## src/rtl/eci_ram.sv

```systemverilog
// Generic RAM: one write port, two registered read ports, no reset.
// No dependencies.
module eci_ram #(
    parameter int unsigned WIDTH = 32,
    parameter int unsigned DEPTH = 64,
    localparam int unsigned AW   = $clog2(DEPTH)
) (
    input  logic             i_clk,
    input  logic             i_we,
    input  logic [AW-1:0]    i_waddr,
    input  logic [WIDTH-1:0] i_wdata,
    input  logic [AW-1:0]    i_raddr_a,
    input  logic [AW-1:0]    i_raddr_b,
    output logic [WIDTH-1:0] o_rdata_a,
    output logic [WIDTH-1:0] o_rdata_b
);

    logic [WIDTH-1:0] r_mem [DEPTH];
    logic [WIDTH-1:0] r_rdata_a;
    logic [WIDTH-1:0] r_rdata_b;

    always_ff @(posedge i_clk) begin
        if (i_we) begin
            r_mem[i_waddr] <= i_wdata;
        end
        r_rdata_a <= r_mem[i_raddr_a];
        r_rdata_b <= r_mem[i_raddr_b];
    end

    assign o_rdata_a = r_rdata_a;
    assign o_rdata_b = r_rdata_b;

endmodule

```

## config.mk

```make
export PLATFORM = sky130hd
export DESIGN_NAME = eci_ram
export DESIGN_NICKNAME = d
export VERILOG_FILES = /design/src/rtl/eci_ram.sv
export SDC_FILE = /design/constraint.sdc
export NUM_CORES = 2
export LEC_CHECK = 0
export BUFFER_PORTS_ARGS = -buffer_cell sky130_fd_sc_hd__buf_4
export CELL_PAD_IN_SITES_DETAIL_PLACEMENT = 1
export CELL_PAD_IN_SITES_GLOBAL_PLACEMENT = 2
export CORE_MARGIN = 2
export CORE_UTILIZATION = 46
export DETAILED_ROUTE_END_ITERATION = 6
export GPL_ROUTABILITY_DRIVEN = 0
export MAX_ROUTING_LAYER = met4
export PLACE_DENSITY = 0.78
export SETUP_SLACK_MARGIN = 0.15
export SLEW_MARGIN = 0
export SYNTH_ARGS = -nofsm -noshare
export SYNTH_HDL_FRONTEND = slang
export SYNTH_SLANG_ARGS = --single-unit
```

## constraint.sdc

```tcl
create_clock -name i_clk -period 3.6 [get_ports i_clk]
set_input_delay 0.72 -clock i_clk [delete_from_list [all_inputs] [get_ports i_clk]]
set_output_delay 0.72 -clock i_clk [all_outputs]
set_load 0.02 [all_outputs]
```

After elaboration in Yosys (flattened, before gate mapping)
Memory sizes are Yosys's and may differ from the RTL's. A register that Yosys moved wholly into a read port is not among the register bits.
Index checks and enable logic that the tools add are counted.
{ "word_totals": {"in_bits": 52, "mem_bits_rw": 2048, "output_inout_bits": 64, "reg_bits": 0, "wordCells": 3, "n_memories": 1} }
{ "classes": {"mux": 2} }
{ "memory_table": {"columns": ["memory", "depth", "width", "rd", "rd_ports_with_merged_regs", "wr", "line_no", "text"], "rows": [
  ["r_mem", 64, 32, 2, 2, 1, "18", "logic [WIDTH-1:0] r_mem [DEPTH];"]
]} }
{ "op_table": {"columns": ["op", "n"], "rows": [
  ["$mux 1", 2]
]} }

Longest topological paths before layout
{ "logic_depth": {"word_depth": 2, "depth_mapped": 10, "ltp_nobuf": 5} }

Least setup slack after synthesis
No wires, ideal clock.
{ "synth_timing": {"kind": "in2reg", "startpoint": "input port i_waddr[3]", "endpoint": "memory r_mem[48][0] (enable)", "n_path_buf": 1, "t_required_ps": 3139, "path_stages": 4, "slack_ps": -311, "arrival_ps": 3450, "setup_ps": 461, "path_cell_list": "clkbuf_1 > nor2b_1 > nand4b_1 > nor3_1"} }
{ "synth_rtl": {"columns": ["element", "line_no", "text"], "rows": [
  ["start: declaration", "10", "input logic [AW-1:0] i_waddr,"],
  ["end: declaration", "18", null]
]} }
Straight into the memory's write port.

==> qor.yml <==
outcome:
  status: "complete, no violations"
setup_path:
  crit_fanout: 34
  crit_arrival_ps: 3350
  max_stage_delay_ps: 560
  cp-start-kind: "input port"
  worst-path-buf-inv: 3
  endpoint_kind: "register"
  slowest_stage: "o22ai_1"
  crit_path_cell_trace: "buf_8 > buf_12 > buf_12 > mux4_2 > mux4_2 > o22ai_1 > nor2_1"
  critPathTopFamily: "multiplexers"
  crit_required_ps: 4330
  crit_type: "input port to register"
clock_tree:
  clk_pin_slew_ps: 70
  cts-buffers-inserted: 216
  htreeDepth: 4
  post-cts-setup-buffers: 0
  clockBufferDepth: 3
  clkLatencyLatePin_ps: 900
  cts_resized: 0
  cts_root_buffer: "clkbuf_16"
  hold_buffers: 0
  cts_tree: "done"
  clock-sinks: 2112
yosys:
  synth_common_cells: "2,048 x edfxtp_1, 1,124 x mux4_2, 204 x mux2i_1"
  synth_area_leader_cell: "edfxtp_1"
  synth_top_area_share_pct: 64.29
  yosys_warnings: 0
  syn-cell-area_um2: 95660
  yosysMostFrequentCell: "edfxtp_1"
  synth_top_flop_cell: "edfxtp_1"
  postSynthCellCount: 4412
  synth_fp_nets: 4464
  async_flop_share_pct: 0
  synth_seq_cells: 2112
  synth_cell_types: 38
  netlist_top_cells_area: "edfxtp_1 64%, mux4_2 26%, mux2i_1 2.1%"
  synth_edf_count: 2048
  yosysSeqAreaShare_pct: 65.63
  synth.avg_cell_area_um2: 21.68
timing:
  tightest_slew_ps: 1214
  period_share_pct: 72.93
  drv_slew: 0
  rsz0062_at_grt: "false"
  setup_tns_ps: 0
  setup_viol: 0
  relSlewSlack_pct: 18.89
  skew_ps: 42.54
  layout_min_cycle_time_ps: 2626
  max_freq_mhz: 380.9
  setup_slack_ps: 974.4
  final-hold-violation-count: 0
die:
  die_y_um: 460.0
  core_area_um2: 206900
  ios: 116
  fp.dieW_um: 460.0
  start_util_pct: 46.24
  dieArea_um2: 211600
  num_rows: 167
drt:
  antenna_left: 0
  drt_wl_total_um: 311200
  viasPerCell: 7.059
  wl_per_cell_um: 40.43
  drtPass1Iterations: 6
  drc: 0
  vias: 54332
  drt_iter0_markers: 7692
layout:
  layout-drive-gt1-share_pct: 41.49
  design_area_um2: 110500
  nets: 4841
  syn_to_final_growth_pct: 15.48
global_routing:
  grt_overflow: 0
  antenna_found_initial: 27
  grt_pass1_wl_um: 435300
  track_usage_pct: 30.47
  grt_max_degree: 65
  grt_pass1_vias: 55545
place:
  pre_cts_ws_ps: 92.07
  dpl.hpwl_um: 188600
  port_buffers: 115
  place_area_um2: 103200
flow_run:
  drv_cap: 0
hold_path:
  hold_path.class: "input port to register"
power:
  peakVddDrop_v: 0.0003903
  totalPowerFinal_uw: 55380
  power_per_cell_area_nw_per_um2: 501.3
  p_leak_uw: 0.03503
flip-flops by register name, indices dropped and copies added, names as in the netlist:
| register | cells |
|---|---|
| r_mem | 2048 |
| o_rdata_a | 32 |
| o_rdata_b | 32 |
area by class of cell:
| cell class | instances | area, µm² |
|---|---|---|
| Antenna cell | 18 | 45.04 |
| Sequential cell | 2112 | 62780 |
| Multi-Input combinational cell | 1952 | 31660 |
| Inverter | 1 | 3.754 |
| Fill cell | 17656 | 96400 |
| Clock inverter | 119 | 1385 |
| Timing Repair Buffer | 506 | 5336 |
| Tap cell | 2704 | 3383 |
| Clock buffer | 285 | 5874 |
logic make-up (layout without fill, tap and decap cells):
family                 count (synthesis)  after routing  synth area share, %
DFF                                 2112           2112                65.63
buffers and inverters                348            911                1.826
AOI/OAI and AO/OA                    340            340                2.392
and+or+nand+nor                      248            248                1.133
muxes                               1364           1364                29.02
other                                  0             18                    0
per-layer routing:
layer,global-route usage (%),part of all wire [%]
met5,-,0
met1,41.49,38
met2,45.74,47
met3,6.328,11
met4,11.30,4.2
worst register-to-register path, stage by stage, from the launching register on:
cell and delay [ps]:
edfxtp_1 410, mux4_2 490, mux4_2 510, o22ai_1 620
a21oi_1 140
placed cells by master, fill, tap and decap left out, types with 3 or more instances in the layout:
cell,netlist,routed
edfxtp_1,2048,2048
mux4_2,1124,1124
buf_4,55,380
clkbuf_16,0,216
mux2i_1,204,204
buf_12,0,119
nand2_1,93,92
a22oi_1,85,85
dfxtp_1,64,64
nor2_4,0,63
a21oi_1,58,58
o22ai_1,56,56
clkbuf_1,135,48
mux2_2,36,36
clkinv_1,0,35
nor2_1,94,31
o21ai_1,31,31
o211ai_1,27,27
bufinv_16,0,25
clkinv_2,0,22
clkbuf_8,0,21
diode_2,0,18
o21ai_0,18,18
nor2b_1,19,16
o221ai_1,16,16
clkinvlp_4,0,16
a211oi_1,15,15
a221oi_1,13,13
nand3_1,9,9
a32oi_1,9,9
o32a_1,9,9
inv_6,0,8
nand2b_1,8,7
nand3b_1,6,6
clkinv_8,0,6
buf_8,0,6
and2_1,6,5
clkinv_4,0,4
nor2b_4,0,3
or2_2,3,3
path summary, 6_finish.rpt:
| check | cells past startpoint | endpoint | start | slack (ps) |
|---|---|---|---|---|
| worst min-delay path | 2 | o_rdata_a[2]$_DFF_P_ | i_raddr_a[4] | 340 |
| worst min register to register | 4 | o_rdata_a[13]$_DFF_P_ | r_mem[38][13]$_DFFE_PP_ | 930 |
| worst max-delay path | 7 | o_rdata_b[23]$_DFF_P_ | i_raddr_b[0] | 970 |
| worst max register to register | 4 | o_rdata_b[10]$_DFF_P_ | r_mem[47][10]$_DFFE_PP_ | 1270 |
through the flow:
step,hold slack (ps),util [%],instances
final,340.3,53.40,7697
after global routing,308.6,53.40,7692
after CTS,258.9,53.38,7679
after detailed placement,909.4,49.87,7275
after global placement,879.2,49.87,7275
after floorplan,780.5,-,4412
power by group:
group,internal (µW),switching (µW),leakage [µW]
clock,13300,9800,0.00349
sequential,27200,185,0.0190
combinational,2090,2800,0.0126
total,42600,12800,0.0350
Note: power is estimated with default switching activity, not from simulation.
