[src/rtl/eci_pkg.sv]
// Types and constants of the curve interpolator.
// No dependencies; used by every module of the block but eci_ram.
package eci_pkg;

    localparam int unsigned MAX_POINTS_DEF = 64;
    localparam int unsigned LATENCY        = 11;

    localparam logic [1:0] CFG_INPUT_OFFSET = 2'd0;
    localparam logic [1:0] CFG_INPUT_SCALE  = 2'd1;
    localparam logic [1:0] CFG_POINT_COUNT  = 2'd2;

    localparam logic KIND_LOOKUP = 1'b0;
    localparam logic KIND_WRITE  = 1'b1;

    localparam logic [31:0] SCALE_RESET = 32'h0100_0000;
    localparam int unsigned TERM_W      = 41;
    localparam logic [TERM_W-1:0] TERM_CAP = 41'h100_0000_0000;

    typedef struct packed {
        logic [31:0] offset;
        logic [31:0] scale;
        logic [6:0]  seg_max;
        logic        straight;
    } t_cfg;

    typedef struct packed {
        logic        valid;
        logic        neg;
        logic        straight;
        logic [63:0] m;
    } t_seg_word;

endpackage

[src/rtl/eci_cfg.sv]
// Configuration registers of the curve interpolator.
// Depends on eci_pkg; point count is clamped and reduced to a segment limit here.
module eci_cfg #(
    parameter int unsigned MAX_POINTS = eci_pkg::MAX_POINTS_DEF
) (
    input  logic          i_clk,
    input  logic          i_rst_n,
    input  logic          i_cfg_we,
    input  logic [1:0]    i_cfg_index,
    input  logic [31:0]   i_cfg_data,
    output eci_pkg::t_cfg o_cfg
);

    logic [31:0] r_offset;
    logic [31:0] r_scale;
    logic [6:0]  r_seg_max;
    logic        r_straight;
    logic [6:0]  count_raw;
    logic [6:0]  count_eff;

    always_comb begin
        count_raw = i_cfg_data[6:0];
        if (count_raw == 7'd0) begin
            count_eff = 7'd1;
        end else if ({25'd0, count_raw} > 32'(MAX_POINTS)) begin
            count_eff = 7'(MAX_POINTS);
        end else begin
            count_eff = count_raw;
        end
    end

    always_ff @(posedge i_clk) begin
        if (!i_rst_n) begin
            r_offset   <= 32'd0;
            r_scale    <= eci_pkg::SCALE_RESET;
            r_seg_max  <= 7'd0;
            r_straight <= 1'b1;
        end else if (i_cfg_we) begin
            unique case (i_cfg_index)
                eci_pkg::CFG_INPUT_OFFSET: r_offset <= i_cfg_data;
                eci_pkg::CFG_INPUT_SCALE:  r_scale  <= i_cfg_data;
                eci_pkg::CFG_POINT_COUNT: begin
                    r_seg_max  <= count_eff - 7'd2;
                    r_straight <= (count_eff == 7'd1);
                end
                default: ;
            endcase
        end
    end

    assign o_cfg.offset   = r_offset;
    assign o_cfg.scale    = r_scale;
    assign o_cfg.seg_max  = r_seg_max;
    assign o_cfg.straight = r_straight;

endmodule

[config.mk]
export PLATFORM = sky130hd
export DESIGN_NAME = eci_cfg
export DESIGN_NICKNAME = d
export VERILOG_FILES = /design/src/rtl/eci_pkg.sv /design/src/rtl/eci_cfg.sv
export SDC_FILE = /design/constraint.sdc
export NUM_CORES = 1
export LEC_CHECK = 0
export ABC_AREA = 1
export BUFFER_PORTS_ARGS = -buffer_cell sky130_fd_sc_hd__buf_4
export CORE_MARGIN = 3
export CORE_UTILIZATION = 47
export DETAILED_ROUTE_END_ITERATION = 8
export HOLD_SLACK_MARGIN = 0.03
export PLACE_DENSITY = 0.78
export SETUP_SLACK_MARGIN = 0.2
export SYNTH_ARGS = -nofsm -noshare
export SYNTH_HDL_FRONTEND = slang
export SYNTH_SLANG_ARGS = --single-unit
[constraint.sdc]
create_clock -name i_clk -period 1.4 [get_ports i_clk]
set_clock_uncertainty 0.05 [all_clocks]
set_input_delay 0.21 -clock i_clk [delete_from_list [all_inputs] [get_ports i_clk]]
set_output_delay 0.21 -clock i_clk [all_outputs]
set_load 0.01 [all_outputs]
* Word level (Yosys, flattened, before mapping)
Cells that the tools add are included.
** Storage, ports and cells
- Flip-flop bits (word level) :: 72
- Input bits :: 37
- Output and inout port bits :: 72
** Cells by class
- Add/sub/neg operators :: 1
- $lt $le $gt $ge :: 1
- Equality and inequality tests :: 3
- Multiplexer cells :: 2
- Reductions and logical operators :: 5
** Operators by type and width (count)
- $mux 7 :: 2
- $eq 7x1->1 const B :: 1
- $gt 7x7->1 const B :: 1
- $logic_not 7->1 :: 1
- $sub 7x2->7 const B :: 1
- $reduce_and 2->1 :: 3
- $eq 2x1->1 const B :: 1
- $eq 2x2->1 const B :: 1
- $logic_not 2->1 :: 1

* Logic depth before layout (Yosys ltp)
- Word-level depth :: 4
- Depth in mapped cells :: 11
- Gate-level depth less buffers :: 11

* Least setup slack after synthesis
No wires, ideal clock.
- Path type :: in2reg
- Start :: in i_cfg_data[4]
- End :: reg r_seg_max[5]
- Library setup time :: 117 ps
- Data arrival time :: 1052 ps
- Data required time :: 1233 ps
- Path slack :: 181 ps
- Cell stages on the path :: 11
- Buffers on the path :: 0
- Cells stage by stage :: nor2_1 > nand3_1 > nand2_1 > nand2_1 > ha_1 > inv_1 > a21oi_1 > nand3_1 > nand2_1 > nor2_1 > nor2_1
** On the way
- Word-level cells in the longest chain between the ends :: 4
- Elaborated cells on any way between the ends :: 5
- Classes of those cells :: add/sub: 1; order compare: 1; mux: 2; reduce/logical: 1
** RTL lines
- from (decl) :: RTL line eci_cfg.sv:10 : input logic [31:0] i_cfg_data,
- $gt 7x7->1 :: RTL line eci_cfg.sv:25 : end else if ({25'd0, count_raw} > 32'(MAX_POINTS)) begin
- $mux 7 :: RTL line eci_cfg.sv:25
- $mux 7 (*) :: RTL line eci_cfg.sv:23 : if (count_raw == 7'd0) begin
- $sub 7x2->7 (*) :: RTL line eci_cfg.sv:43 : r_seg_max <= count_eff - 7'd2;
- to (signal assigned) :: RTL line eci_cfg.sv:43
- to (decl) :: RTL line eci_cfg.sv:16 : logic [6:0] r_seg_max;
Mark *: on every way between the ends. The rest lies on a longest branch, timed or not.
A chain may end at the register's enable or synchronous reset.

* Final worst setup path
- Start :: reg r_seg_max[1]
- End :: out o_cfg[2] (netlist name)
** RTL lines
- to (decl) :: RTL line eci_cfg.sv:11 : output eci_pkg::t_cfg o_cfg
No word-level cell between the ends.

==> flow_summary_export.csv <==
group,metric,value,unit
final_layout,area_growth,43.7,%
synthesis,synthDistinctLibCells,17,
setup_path,path_buf_inv,1,
timing,rsz0062_at_grt,"no",
setup_path,required,1.14,ns
synthesis,synth.most_common_cell,"nor2_1",
placement,dp_slack,-0.0235,ns
timing,layout_setup_ws,0.320,ns
setup_path,cp.arrival,0.82,ns
run,cap_violations,0,
synthesis,synth_edf_count,0,
placement,gp_congestion,0.828,
timing,fmax,926,MHz
timing,finalSetupViolations,0,
timing,final-hold-violation-count,0,
cts,cts-root-buf,"clkbuf_8",
cts,clockBufferDepth,2,
cts,post-cts-setup-buffer-count,0,
floorplan,die_area,6460,um2
cts,clk_pin_slew,0.08,ns
placement,port_buffers,108,
global_routing,grt_pass1_wl,11700,um
synthesis,synth_nets,372,
placement,dp.cells,504,
timing,slew_headroom,0.784,
floorplan,fp.dieW,80.4,um
floorplan,die_height,80.4,um
global_routing,met3_usage,0.0964,
route,drc,0,
cts,htreeDepth,3,
status,status,"complete, no violations",
setup_path,start_kind,"flip-flop",
power_and_ir_drop,leakage,1.85,nW
setup_path,max_stage_delay,0.35,ns
floorplan,start_util,0.496,
synthesis,synth_top_cell_area_share,0.554,
cts,clock-sinks,72,
global_routing,grt_overflow,0,
cts,clock_latency,0.33,ns
timing,worstMarginPinSlew,0.323,ns
synthesis,syn-cell-area,2600,um2
floorplan,io_pins,109,
synthesis,ys_async_sr_fraction,0,
final_layout,fin_cells,520,
timing,drv_slew,0,
setup_path,crit_type,"reg2out",
route,wl,7190,um
setup_path,endpoint_kind,"output pin",
timing,fin_crit_sh,0.772,
cts,ctsHoldBuffers,0,
setup_path,crit_path_top_delay_cell,"dfxtp_1",
synthesis,ys_ff_latch,72,
final_layout,antenna_cells,0,
global_routing,antenna_found_initial,0,
setup_path,worstPathCellList,"buf_4",
floorplan,rows,26,
route,drtAntennaViolNets,0,
route,drtPass1Iterations,4,
synthesis,yosys_warnings,0,
cts,cts_buffers,9,
synthesis,syn-mean-instance-area,7.78,um2
final_layout,drive_gt1_frac,0.318,
cts,cts_resized,0,
synthesis,ys_seq_area_frac,0.554,
final_layout,nets,483,
global_routing,grt_max_degree,33,
synthesis,synth_area_leaders,"dfxtp_1 55%, nor2_1 18%, o21ai_0 13%, nand2_1 2.3%, buf_2 1.9%",
route,wl_per_cell,13.8,um
global_routing,use_met2,0.381,
power_and_ir_drop,power.density,1210,nW/um2
timing,whs,0.0472,ns
route,via_per_inst,4.98,
floorplan,fp.coreArea,5240,um2
synthesis,dominantRegCellSynth,"dfxtp_1",
hold_path,hp-class,"in2reg",
route,drt-initial-drc-count,138,
timing,fin_tns_setup,0,ns
cts,tritoncts,"built",
placement,hpwl,5010,um
route,vias,2588,
synthesis,syn_inst,334,
global_routing,grt_pass1_vias,2536,
global_routing,top_usage_layer,"met2",
setup_path,cp_top_family,"flip-flops",
global_routing,grt_usage,0.233,
power_and_ir_drop,ir_drop,748,uV
setup_path,cp_max_fo,2,
power_and_ir_drop,total_power,0.00452,W
global_routing,grt_use_met1,0.281,
synthesis,synth_common_cells,"124 x nor2_1, 72 x dfxtp_1, 68 x o21ai_0",
timing,finalCriticalPeriod,1.08,ns
synthesis,synth_largest_area_cell,"dfxtp_1",
-- routing by layer --
layer  vias to the layer above  share of wire
met5                         -              0
met4                         0          0.012
met3                         6          0.081
met2                        97           0.49
met1                      1188           0.42
li1                       1297              -
-- metrics by stage --
stage          utilization  area [um2]
2_1_floorplan            -        2610
3_3_place_gp         0.672        3520
3_5_place_dp         0.672        3520
4_1_cts              0.712        3730
5_1_grt              0.714        3740
6_report             0.714        3740
-- logic make-up (layout without fill, tap and decap cells) --
logic type	count (synthesis)	in the layout	synth area share
AO/OA/AOI/OAI	81	81	0.160
buffers and inverters	31	147	0.0525
adder cells (fa/ha/maj)	1	1	0.00481
flip-flops	72	72	0.554
AND/OR/NAND/NOR	149	149	0.228
-- sequential cells by signal, summed over array words and instances (netlist names) --
signal and flops:
r_offset 32, r_scale 32, r_seg_max 7, r_straight 1
-- where the power goes --
part	internal, W	total, W	switching, W
logic	0.000276	0.000572	0.000295
registers	0.00215	0.00221	0.0000530
clock network	0.000997	0.00174	0.000741
total	0.00343	0.00452	0.00109
-- final timing paths --
| check | start | to | slack (ns) | cells past startpoint |
|---|---|---|---|---|
| min reg2reg | r_seg_max[6] | r_seg_max[6] | 0.42 | 2 |
| max reg2reg | r_seg_max[1] | r_seg_max[1] | 0.68 | 2 |
| max | r_seg_max[1] | o_cfg[2] | 0.32 | 1 |
| min | i_cfg_data[15] | r_offset[15] | 0.05 | 3 |
-- placed cells by master (no fill, tap or decap), drive strengths merged --
| master | instances |
|---|---|
| nor2 | 124 |
| buf | 122 |
| dfxtp | 72 |
| o21ai | 68 |
| nand2 | 16 |
| clkbuf | 10 |
| inv | 8 |
| nand3 | 7 |
| a21oi | 7 |
| clkinv | 5 |
| a31oi | 3 |
| nor3 | 2 |
| a21boi | 2 |
| bufinv | 2 |
| o211ai | 1 |
| ha | 1 |
-- layout make-up --
type | count | area [um2]
clock buffers | 10 | 128
clock inverters | 6 | 83.8
fillers | 437 | 1500
inverters | 9 | 33.8
multi-input cells | 231 | 1030
flip-flops and latches | 72 | 1440
well taps | 70 | 87.6
repair buffers | 122 | 928
Power figures use the tool's default switching activity.
