File: config.mk
export PLATFORM = sky130hd
export DESIGN_NAME = eci_front
export DESIGN_NICKNAME = d
export VERILOG_FILES = /design/src/rtl/eci_pkg.sv /design/src/rtl/eci_front.sv
export SDC_FILE = /design/constraint.sdc
export NUM_CORES = 2
export LEC_CHECK = 0
export ABC_CLOCK_PERIOD_IN_PS = 8500
export BUFFER_PORTS_ARGS = -buffer_cell sky130_fd_sc_hd__buf_2
export CAP_MARGIN = 20
export CORE_MARGIN = 1.5
export CORE_UTILIZATION = 50
export DETAILED_ROUTE_END_ITERATION = 8
export PLACE_DENSITY = 0.7
export SLEW_MARGIN = 20
export SYNTH_ARGS = -nofsm -noshare
export SYNTH_HDL_FRONTEND = slang
export SYNTH_SLANG_ARGS = --single-unit
File: constraint.sdc
create_clock -name i_clk -period 8.5 [get_ports i_clk]
set_input_delay 0.85 -clock i_clk [delete_from_list [all_inputs] [get_ports i_clk]]
set_output_delay 0.85 -clock i_clk [all_outputs]
set_load 0.005 [all_outputs]
File: src/rtl/eci_pkg.sv
// Types and constants of the curve interpolator.
// No dependencies; used by every module of the block but eci_ram.
package eci_pkg;

    localparam int unsigned MAX_POINTS_DEF = 64;
    localparam int unsigned LATENCY        = 11;

    localparam logic [1:0] CFG_INPUT_OFFSET = 2'd0;
    localparam logic [1:0] CFG_INPUT_SCALE  = 2'd1;
    localparam logic [1:0] CFG_POINT_COUNT  = 2'd2;

    localparam logic KIND_LOOKUP = 1'b0;
    localparam logic KIND_WRITE  = 1'b1;

    localparam logic [31:0] SCALE_RESET = 32'h0100_0000;
    localparam int unsigned TERM_W      = 41;
    localparam logic [TERM_W-1:0] TERM_CAP = 41'h100_0000_0000;

    typedef struct packed {
        logic [31:0] offset;
        logic [31:0] scale;
        logic [6:0]  seg_max;
        logic        straight;
    } t_cfg;

    typedef struct packed {
        logic        valid;
        logic        neg;
        logic        straight;
        logic [63:0] m;
    } t_seg_word;

endpackage

File: src/rtl/eci_front.sv
// Front pipeline: offset add, magnitude, scale multiply, segment select.
// Depends on eci_pkg; drives the point RAM's write port and both read addresses.
module eci_front #(
    parameter int unsigned MAX_POINTS = eci_pkg::MAX_POINTS_DEF,
    localparam int unsigned AW        = $clog2(MAX_POINTS)
) (
    input  logic               i_clk,
    input  logic               i_rst_n,
    input  logic               i_valid,
    input  logic               i_kind,
    input  logic signed [31:0] i_sample,
    input  logic [5:0]         i_point_index,
    input  logic signed [31:0] i_point_value,
    input  eci_pkg::t_cfg      i_cfg,
    output logic               o_ram_we,
    output logic [AW-1:0]      o_ram_waddr,
    output logic [31:0]        o_ram_wdata,
    output logic [AW-1:0]      o_ram_raddr_a,
    output logic [AW-1:0]      o_ram_raddr_b,
    output eci_pkg::t_seg_word o_seg
);

    logic        r_a_valid, r_b_valid, r_c_valid, r_d_valid;
    logic        r_a_kind, r_b_kind, r_c_kind;
    logic [5:0]  r_a_idx, r_b_idx, r_c_idx;
    logic [31:0] r_a_val, r_b_val, r_c_val;
    logic [32:0] r_a_sum;
    logic [32:0] r_b_mag;
    logic        r_b_neg, r_c_neg, r_d_neg;
    logic [63:0] r_c_pos;
    logic        r_d_straight;
    logic [63:0] r_d_m;

    logic [32:0]   n_a_sum;
    logic [32:0]   n_b_mag;
    logic [64:0]   prod;
    logic [39:0]   seg_raw;
    logic          clamp;
    logic [AW-1:0] seg;
    logic [39:0]   frac_hi;
    logic [63:0]   n_d_m;

    assign n_a_sum = {i_sample[31], i_sample} + {i_cfg.offset[31], i_cfg.offset};
    assign n_b_mag = r_a_sum[32] ? (~r_a_sum + 33'd1) : r_a_sum;
    assign prod    = 65'(r_b_mag) * 65'(i_cfg.scale);

    always_comb begin
        seg_raw = r_c_pos[63:24];
        clamp   = seg_raw > 40'(i_cfg.seg_max);
        seg     = clamp ? AW'(i_cfg.seg_max) : seg_raw[AW-1:0];
        frac_hi = clamp ? (seg_raw - 40'(i_cfg.seg_max)) : 40'd0;
        n_d_m   = i_cfg.straight ? r_c_pos : {frac_hi, r_c_pos[23:0]};
    end

    assign o_ram_raddr_a = i_cfg.straight ? '0 : seg;
    assign o_ram_raddr_b = seg + AW'(1);
    assign o_ram_we      = r_c_valid && (r_c_kind == eci_pkg::KIND_WRITE)
                           && (32'(r_c_idx) < 32'(MAX_POINTS));
    assign o_ram_waddr   = AW'(r_c_idx);
    assign o_ram_wdata   = r_c_val;

    always_ff @(posedge i_clk) begin
        if (!i_rst_n) begin
            r_a_valid <= 1'b0;
            r_b_valid <= 1'b0;
            r_c_valid <= 1'b0;
            r_d_valid <= 1'b0;
        end else begin
            r_a_valid <= i_valid;
            r_b_valid <= r_a_valid;
            r_c_valid <= r_b_valid;
            r_d_valid <= r_c_valid && (r_c_kind == eci_pkg::KIND_LOOKUP);
        end
    end

    always_ff @(posedge i_clk) begin
        r_a_kind     <= i_kind;
        r_a_idx      <= i_point_index;
        r_a_val      <= i_point_value;
        r_a_sum      <= n_a_sum;
        r_b_kind     <= r_a_kind;
        r_b_idx      <= r_a_idx;
        r_b_val      <= r_a_val;
        r_b_neg      <= r_a_sum[32];
        r_b_mag      <= n_b_mag;
        r_c_kind     <= r_b_kind;
        r_c_idx      <= r_b_idx;
        r_c_val      <= r_b_val;
        r_c_neg      <= r_b_neg;
        r_c_pos      <= prod[63:0];
        r_d_neg      <= r_c_neg;
        r_d_straight <= i_cfg.straight;
        r_d_m        <= n_d_m;
    end

    assign o_seg.valid    = r_d_valid;
    assign o_seg.neg      = r_d_neg;
    assign o_seg.straight = r_d_straight;
    assign o_seg.m        = r_d_m;

endmodule

# [Word level (Yosys, flattened, before mapping)]
# Index checks and enable logic that the tools add are counted.
[word_totals] ram_bits=0 mem_bits_ro=0 wordCells=37 regBits=319 latch_bits=0 memories=0
[classes] order_cmp=1 mux=5 eq_ne=0 n_shift=0 div=0 multipliers=1 bitwise=2 n_addsub=4 reduce_logical=2
[op_table] cell="$mul 33x32->64" n=1
[op_table] cell="$mux 64" n=1
[op_table] cell="$gt 40x7->1" n=1
[op_table] cell="$mux 40" n=1
[op_table] cell="$sub 40x7->40" n=1
[op_table] cell="$add 32x32->33" n=1
[op_table] cell="$add 33x1->33 const B" n=1
[op_table] cell="$not 33->33" n=1
[op_table] cell="$mux 32" n=1
[op_table] cell="$mux 6" n=2
[op_table] cell="$add 6x1->6 const B" n=1
[op_table] cell="$logic_and 1x1->1" n=2
[op_table] cell="$not 1->1" n=1

# [Longest topological paths before layout]
[logic_depth] word_depth=3 ltp_mapped=30 ltp_nobuf=28

# [Worst setup path before layout]
# Ideal clock, no wire load.
[synth_path] kind="input-to-reg" start="in i_cfg[14] (netlist bit)" end="reg r_c_pos[61]" t_arrival_ns=7.714 slack_ns=0.651 n_path_buf=2 cell_stages=24 setup_time_ns=0.135 required_time_ns=8.365 path_cell_list="clkbuf_1 and2_1 fa_1 fa_1 fa_1 inv_1 fa_1 inv_1 fa_1 inv_1 fa_1 inv_1 fa_1 fa_1 ha_1 clkbuf_1 nand4_1 a2111oi_0 o21ai_0 a2111oi_0 o21ai_0 a21oi_1 mux2i_1 o2111ai_1"
[synth_via] elab_chain_len=1
[synth_lines] element="start: declaration" line_no="eci_front.sv:14" text="input eci_pkg::t_cfg i_cfg,"
[synth_lines] element="$mul 33x32->64" line_no="eci_front.sv:45" text="assign prod = 65'(r_b_mag) * 65'(i_cfg.scale);"
[synth_lines] element="net prod[61]" line_no="eci_front.sv:36" text="logic [64:0] prod;"
[synth_lines] element="end signal: assignment" line_no="eci_front.sv:90" text="r_c_pos <= prod[63:0];"
[synth_lines] element="end: declaration" line_no="eci_front.sv:30" text="logic [63:0] r_c_pos;"
# The timed path passes the listed nets, and every way through them passes these cells.
# A chain may end at the register's enable or synchronous reset.

# [Final worst setup path]
[layout_path] start="reg r_b_mag[11]" end="reg r_c_pos[61]"
[layout_via] elab_chain_len=1
[layout_lines] element="start: declaration" line_no="eci_front.sv:28" text="logic [32:0] r_b_mag;"
[layout_lines] element="start signal: assignment" line_no="eci_front.sv:85" text="r_b_mag <= n_b_mag;"
[layout_lines] element="$mul 33x32->64" line_no="eci_front.sv:45"
[layout_lines] element="net prod[61]" line_no="eci_front.sv:36"
# The timed path passes the listed nets, and every way through them passes these cells.

==> flow_summary.toml <==
[sta]
min_period_ns = 8.21
worst_pin_slew_ns = 1.00
hold_viol_final = 0
slew_headroom_pct = 33.1
slew_viol_final = 0
worst_clock_skew_ns = 0.0291
final-setup-viol-count = 0
timing.fmax_mhz = 122
whs_ns = 0.321
finalSetupTns_ns = 0
period_share_pct = 96.6

[worst_setup_path]
worstSetupPathType = "register to register"
end_kind = "register"
crit_slowest_cell = "dfxtp_1"
r2r_cells = 26
crit_path_max_fanout = 24
cpPeakStageDelay_ns = 0.58
r2r_slack_ns = 0.29
critPathLaunch = "r_b_mag[11]"
critPathArrivalTime_ns = 8.62
critPathRequiredTime_ns = 8.91
regToRegStartpoint = "r_b_mag[11]"
startpoint_type = "register"
crit_path_frequent_cell = "fa_1"
reg2reg_to = "r_c_pos[61]"

[clocking]
hold_buffers = 0
clock_path_buffers = 3
cts_tree = "yes"
cts_sinks = 319
cts_max_level = 2
cts_buffers = 35
clk_pin_slew_ns = 0.06
clk_latency_ns = 0.56
root_buffer = "clkbuf_16"

[placed_design]
portBuffers = 263
globalplace.congestion = 0.921
hpwl_um = 91900

[grt]
grt_pass1_wl_um = 178000
grtUsageTotal_pct = 25.3
grt_pass1_vias = 33300
antenna_found_initial = 2
grt-ovfl-total = 0
grt_start_max_net_pins = 35

[floorplan]
die_y_um = 298
die_area_um2 = 88800
rows = 108
die_w_um = 298
io_pins = 264
initial_core_util_pct = 50.3
core_area_um2 = 86500

[worst_hold_path]
hold_start = "r_c_pos[5]"
worst_hold_path_type = "register to register"
min_to = "r_d_m[5]"
hold_depth = 0

[cells_and_area]
seq_area_um2 = 6390
area_growth_pct = 9.47
layout.nets = 6180
drive_gt1_share_pct = 9.60
fill_cells = 7651
multi_input_area_um2 = 32800

[yosys]
ys_ff_latch = 319
syn_area_um2 = 43500
synth_edf_count = 0
synthArstFlopShare_pct = 0
yosysTopAreaCell = "fa_1"
synth_seq_area_share_pct = 14.7
postSynthNetCount = 5989
synth_area_leaders = "fa_1 43%, dfxtp_1 15%, ha_1 8.6%, inv_1 8.0%, and2_1 6.9%"
synth_ff_type = "dfxtp_1"
synthDistinctLibCells = 67
syn_area_per_cell_um2 = 9.43
yosysMostFrequentCell = "fa_1"
netlist.area_leader.share_pct = 42.6
synthCells = 4617
synth_common_cells = "927 x fa_1, 926 x inv_1, 671 x nand2_1"
synth-warning-count = 0

[route]
drt_wl_total_um = 109000
dr.pass1.iters = 5
drt_iter0_markers = 2015
viasPerCell = 5.19
drc = 0
wl_per_cell_um = 18.2
vias = 31100
ant_nets = 0

[outcome]
status = "finished clean"

[flow_run]
maxCapViolCount = 0
[cells in the final DEF (no fill, tap or decap), types with 12 or more instances in the layout]
master and count:
fa_1 927, inv_1 926, nand2_1 671, and2_1 483
dfxtp_1 315, ha_1 299, buf_2 263, buf_4 111
nor2_1 108, xnor2_1 105, a21oi_1 103, o21ai_0 77
a21o_1 52, xor2_1 46, clkbuf_16 36, nand4_1 25
nor3_1 24, nand3_1 19, nor2b_1 18, o21bai_1 16
o21a_1 14, nand2b_1 14, a31oi_1 12
[kinds of logic after synthesis]
kind of cell	count (synthesis)	share of synthesized area [%]
XOR/XNOR	151	3.04
flip-flops	319	14.7
adder cells (fa/ha/maj)	1226	51.2
multiplexers	8	0.187
buffers and inverters	1154	9.98
AND/OR/NAND/NOR	1417	15.9
AO/OA/AOI/OAI	342	4.98
[metrics by stage]
| stage | instance area [um2] | utilization (%) | setup WS, ns | std cells |
|---|---|---|---|---|
| 3_3_place_gp | 46400 | 53.7 | -0.0366 | 5926 |
| 3_5_place_dp | 46400 | 53.7 | -0.0760 | 5926 |
| 5_1_grt | 47700 | 55.1 | -0.0134 | 5991 |
| 4_1_cts | 47600 | 55.1 | 0.151 | 5990 |
| 6_report | 47700 | 55.1 | 0.292 | 5991 |
| 2_1_floorplan | 43500 | - | 0.651 | 4617 |
[how the worst max path moves through the flow]
| stage | end | slack [ns] |
|---|---|---|
| 6_report | r_c_pos[61] | 0.29 |
| 3_5_place_dp | r_c_pos[61] | -0.08 |
| 5_1_grt | r_c_pos[61] | -0.01 |
| 4_1_cts | r_c_pos[62] | 0.15 |
| 3_3_place_gp | r_c_pos[62] | -0.04 |
| 2_1_floorplan | r_c_pos[61] | 0.65 |
[flip-flops by register name (all words and copies together) (netlist names), 32 cells and up]
name / flops
o_ram_wdata: 32
r_a_sum: 33
r_a_val: 32
r_b_mag: 33
r_b_val: 32
r_c_pos: 64
r_d_m: 64
[cell type report]
type | instances | area share [%]
sequential | 319 | 13.4
tap | 1155 | 3.03
timing repair buffer | 382 | 4.81
antenna | 1 | 0.00525
multi-input combinational | 3144 | 68.9
clock inverter | 17 | 0.486
inverter | 926 | 7.29
clock buffer | 47 | 2.08
[layer usage]
layer	share of wire, %	GRT usage [%]
met1	45	36.7
met2	44	39.3
met3	8.8	5.06
met4	2.1	5.74
met5	0.010	0
[timing repair]
item	CTS	global route
gates resized for setup	0	8
endpoints found under the setup margin	0	3
setup buffers	0	0
[critical path, delay by kind of cell, from the launching register on]
family                   cells  cell delay (ns)
AO/OA/AOI/OAI                6             1.39
adder cells (fa/ha/maj)      9             4.26
buffers and inverters        8             1.34
multiplexers                 1             0.17
flip-flops                   1             0.58
AND/OR/NAND/NOR              2             0.31
Power is not shown: default switching activity piles up to over one toggle a cycle in this logic, so the estimate is an artifact.
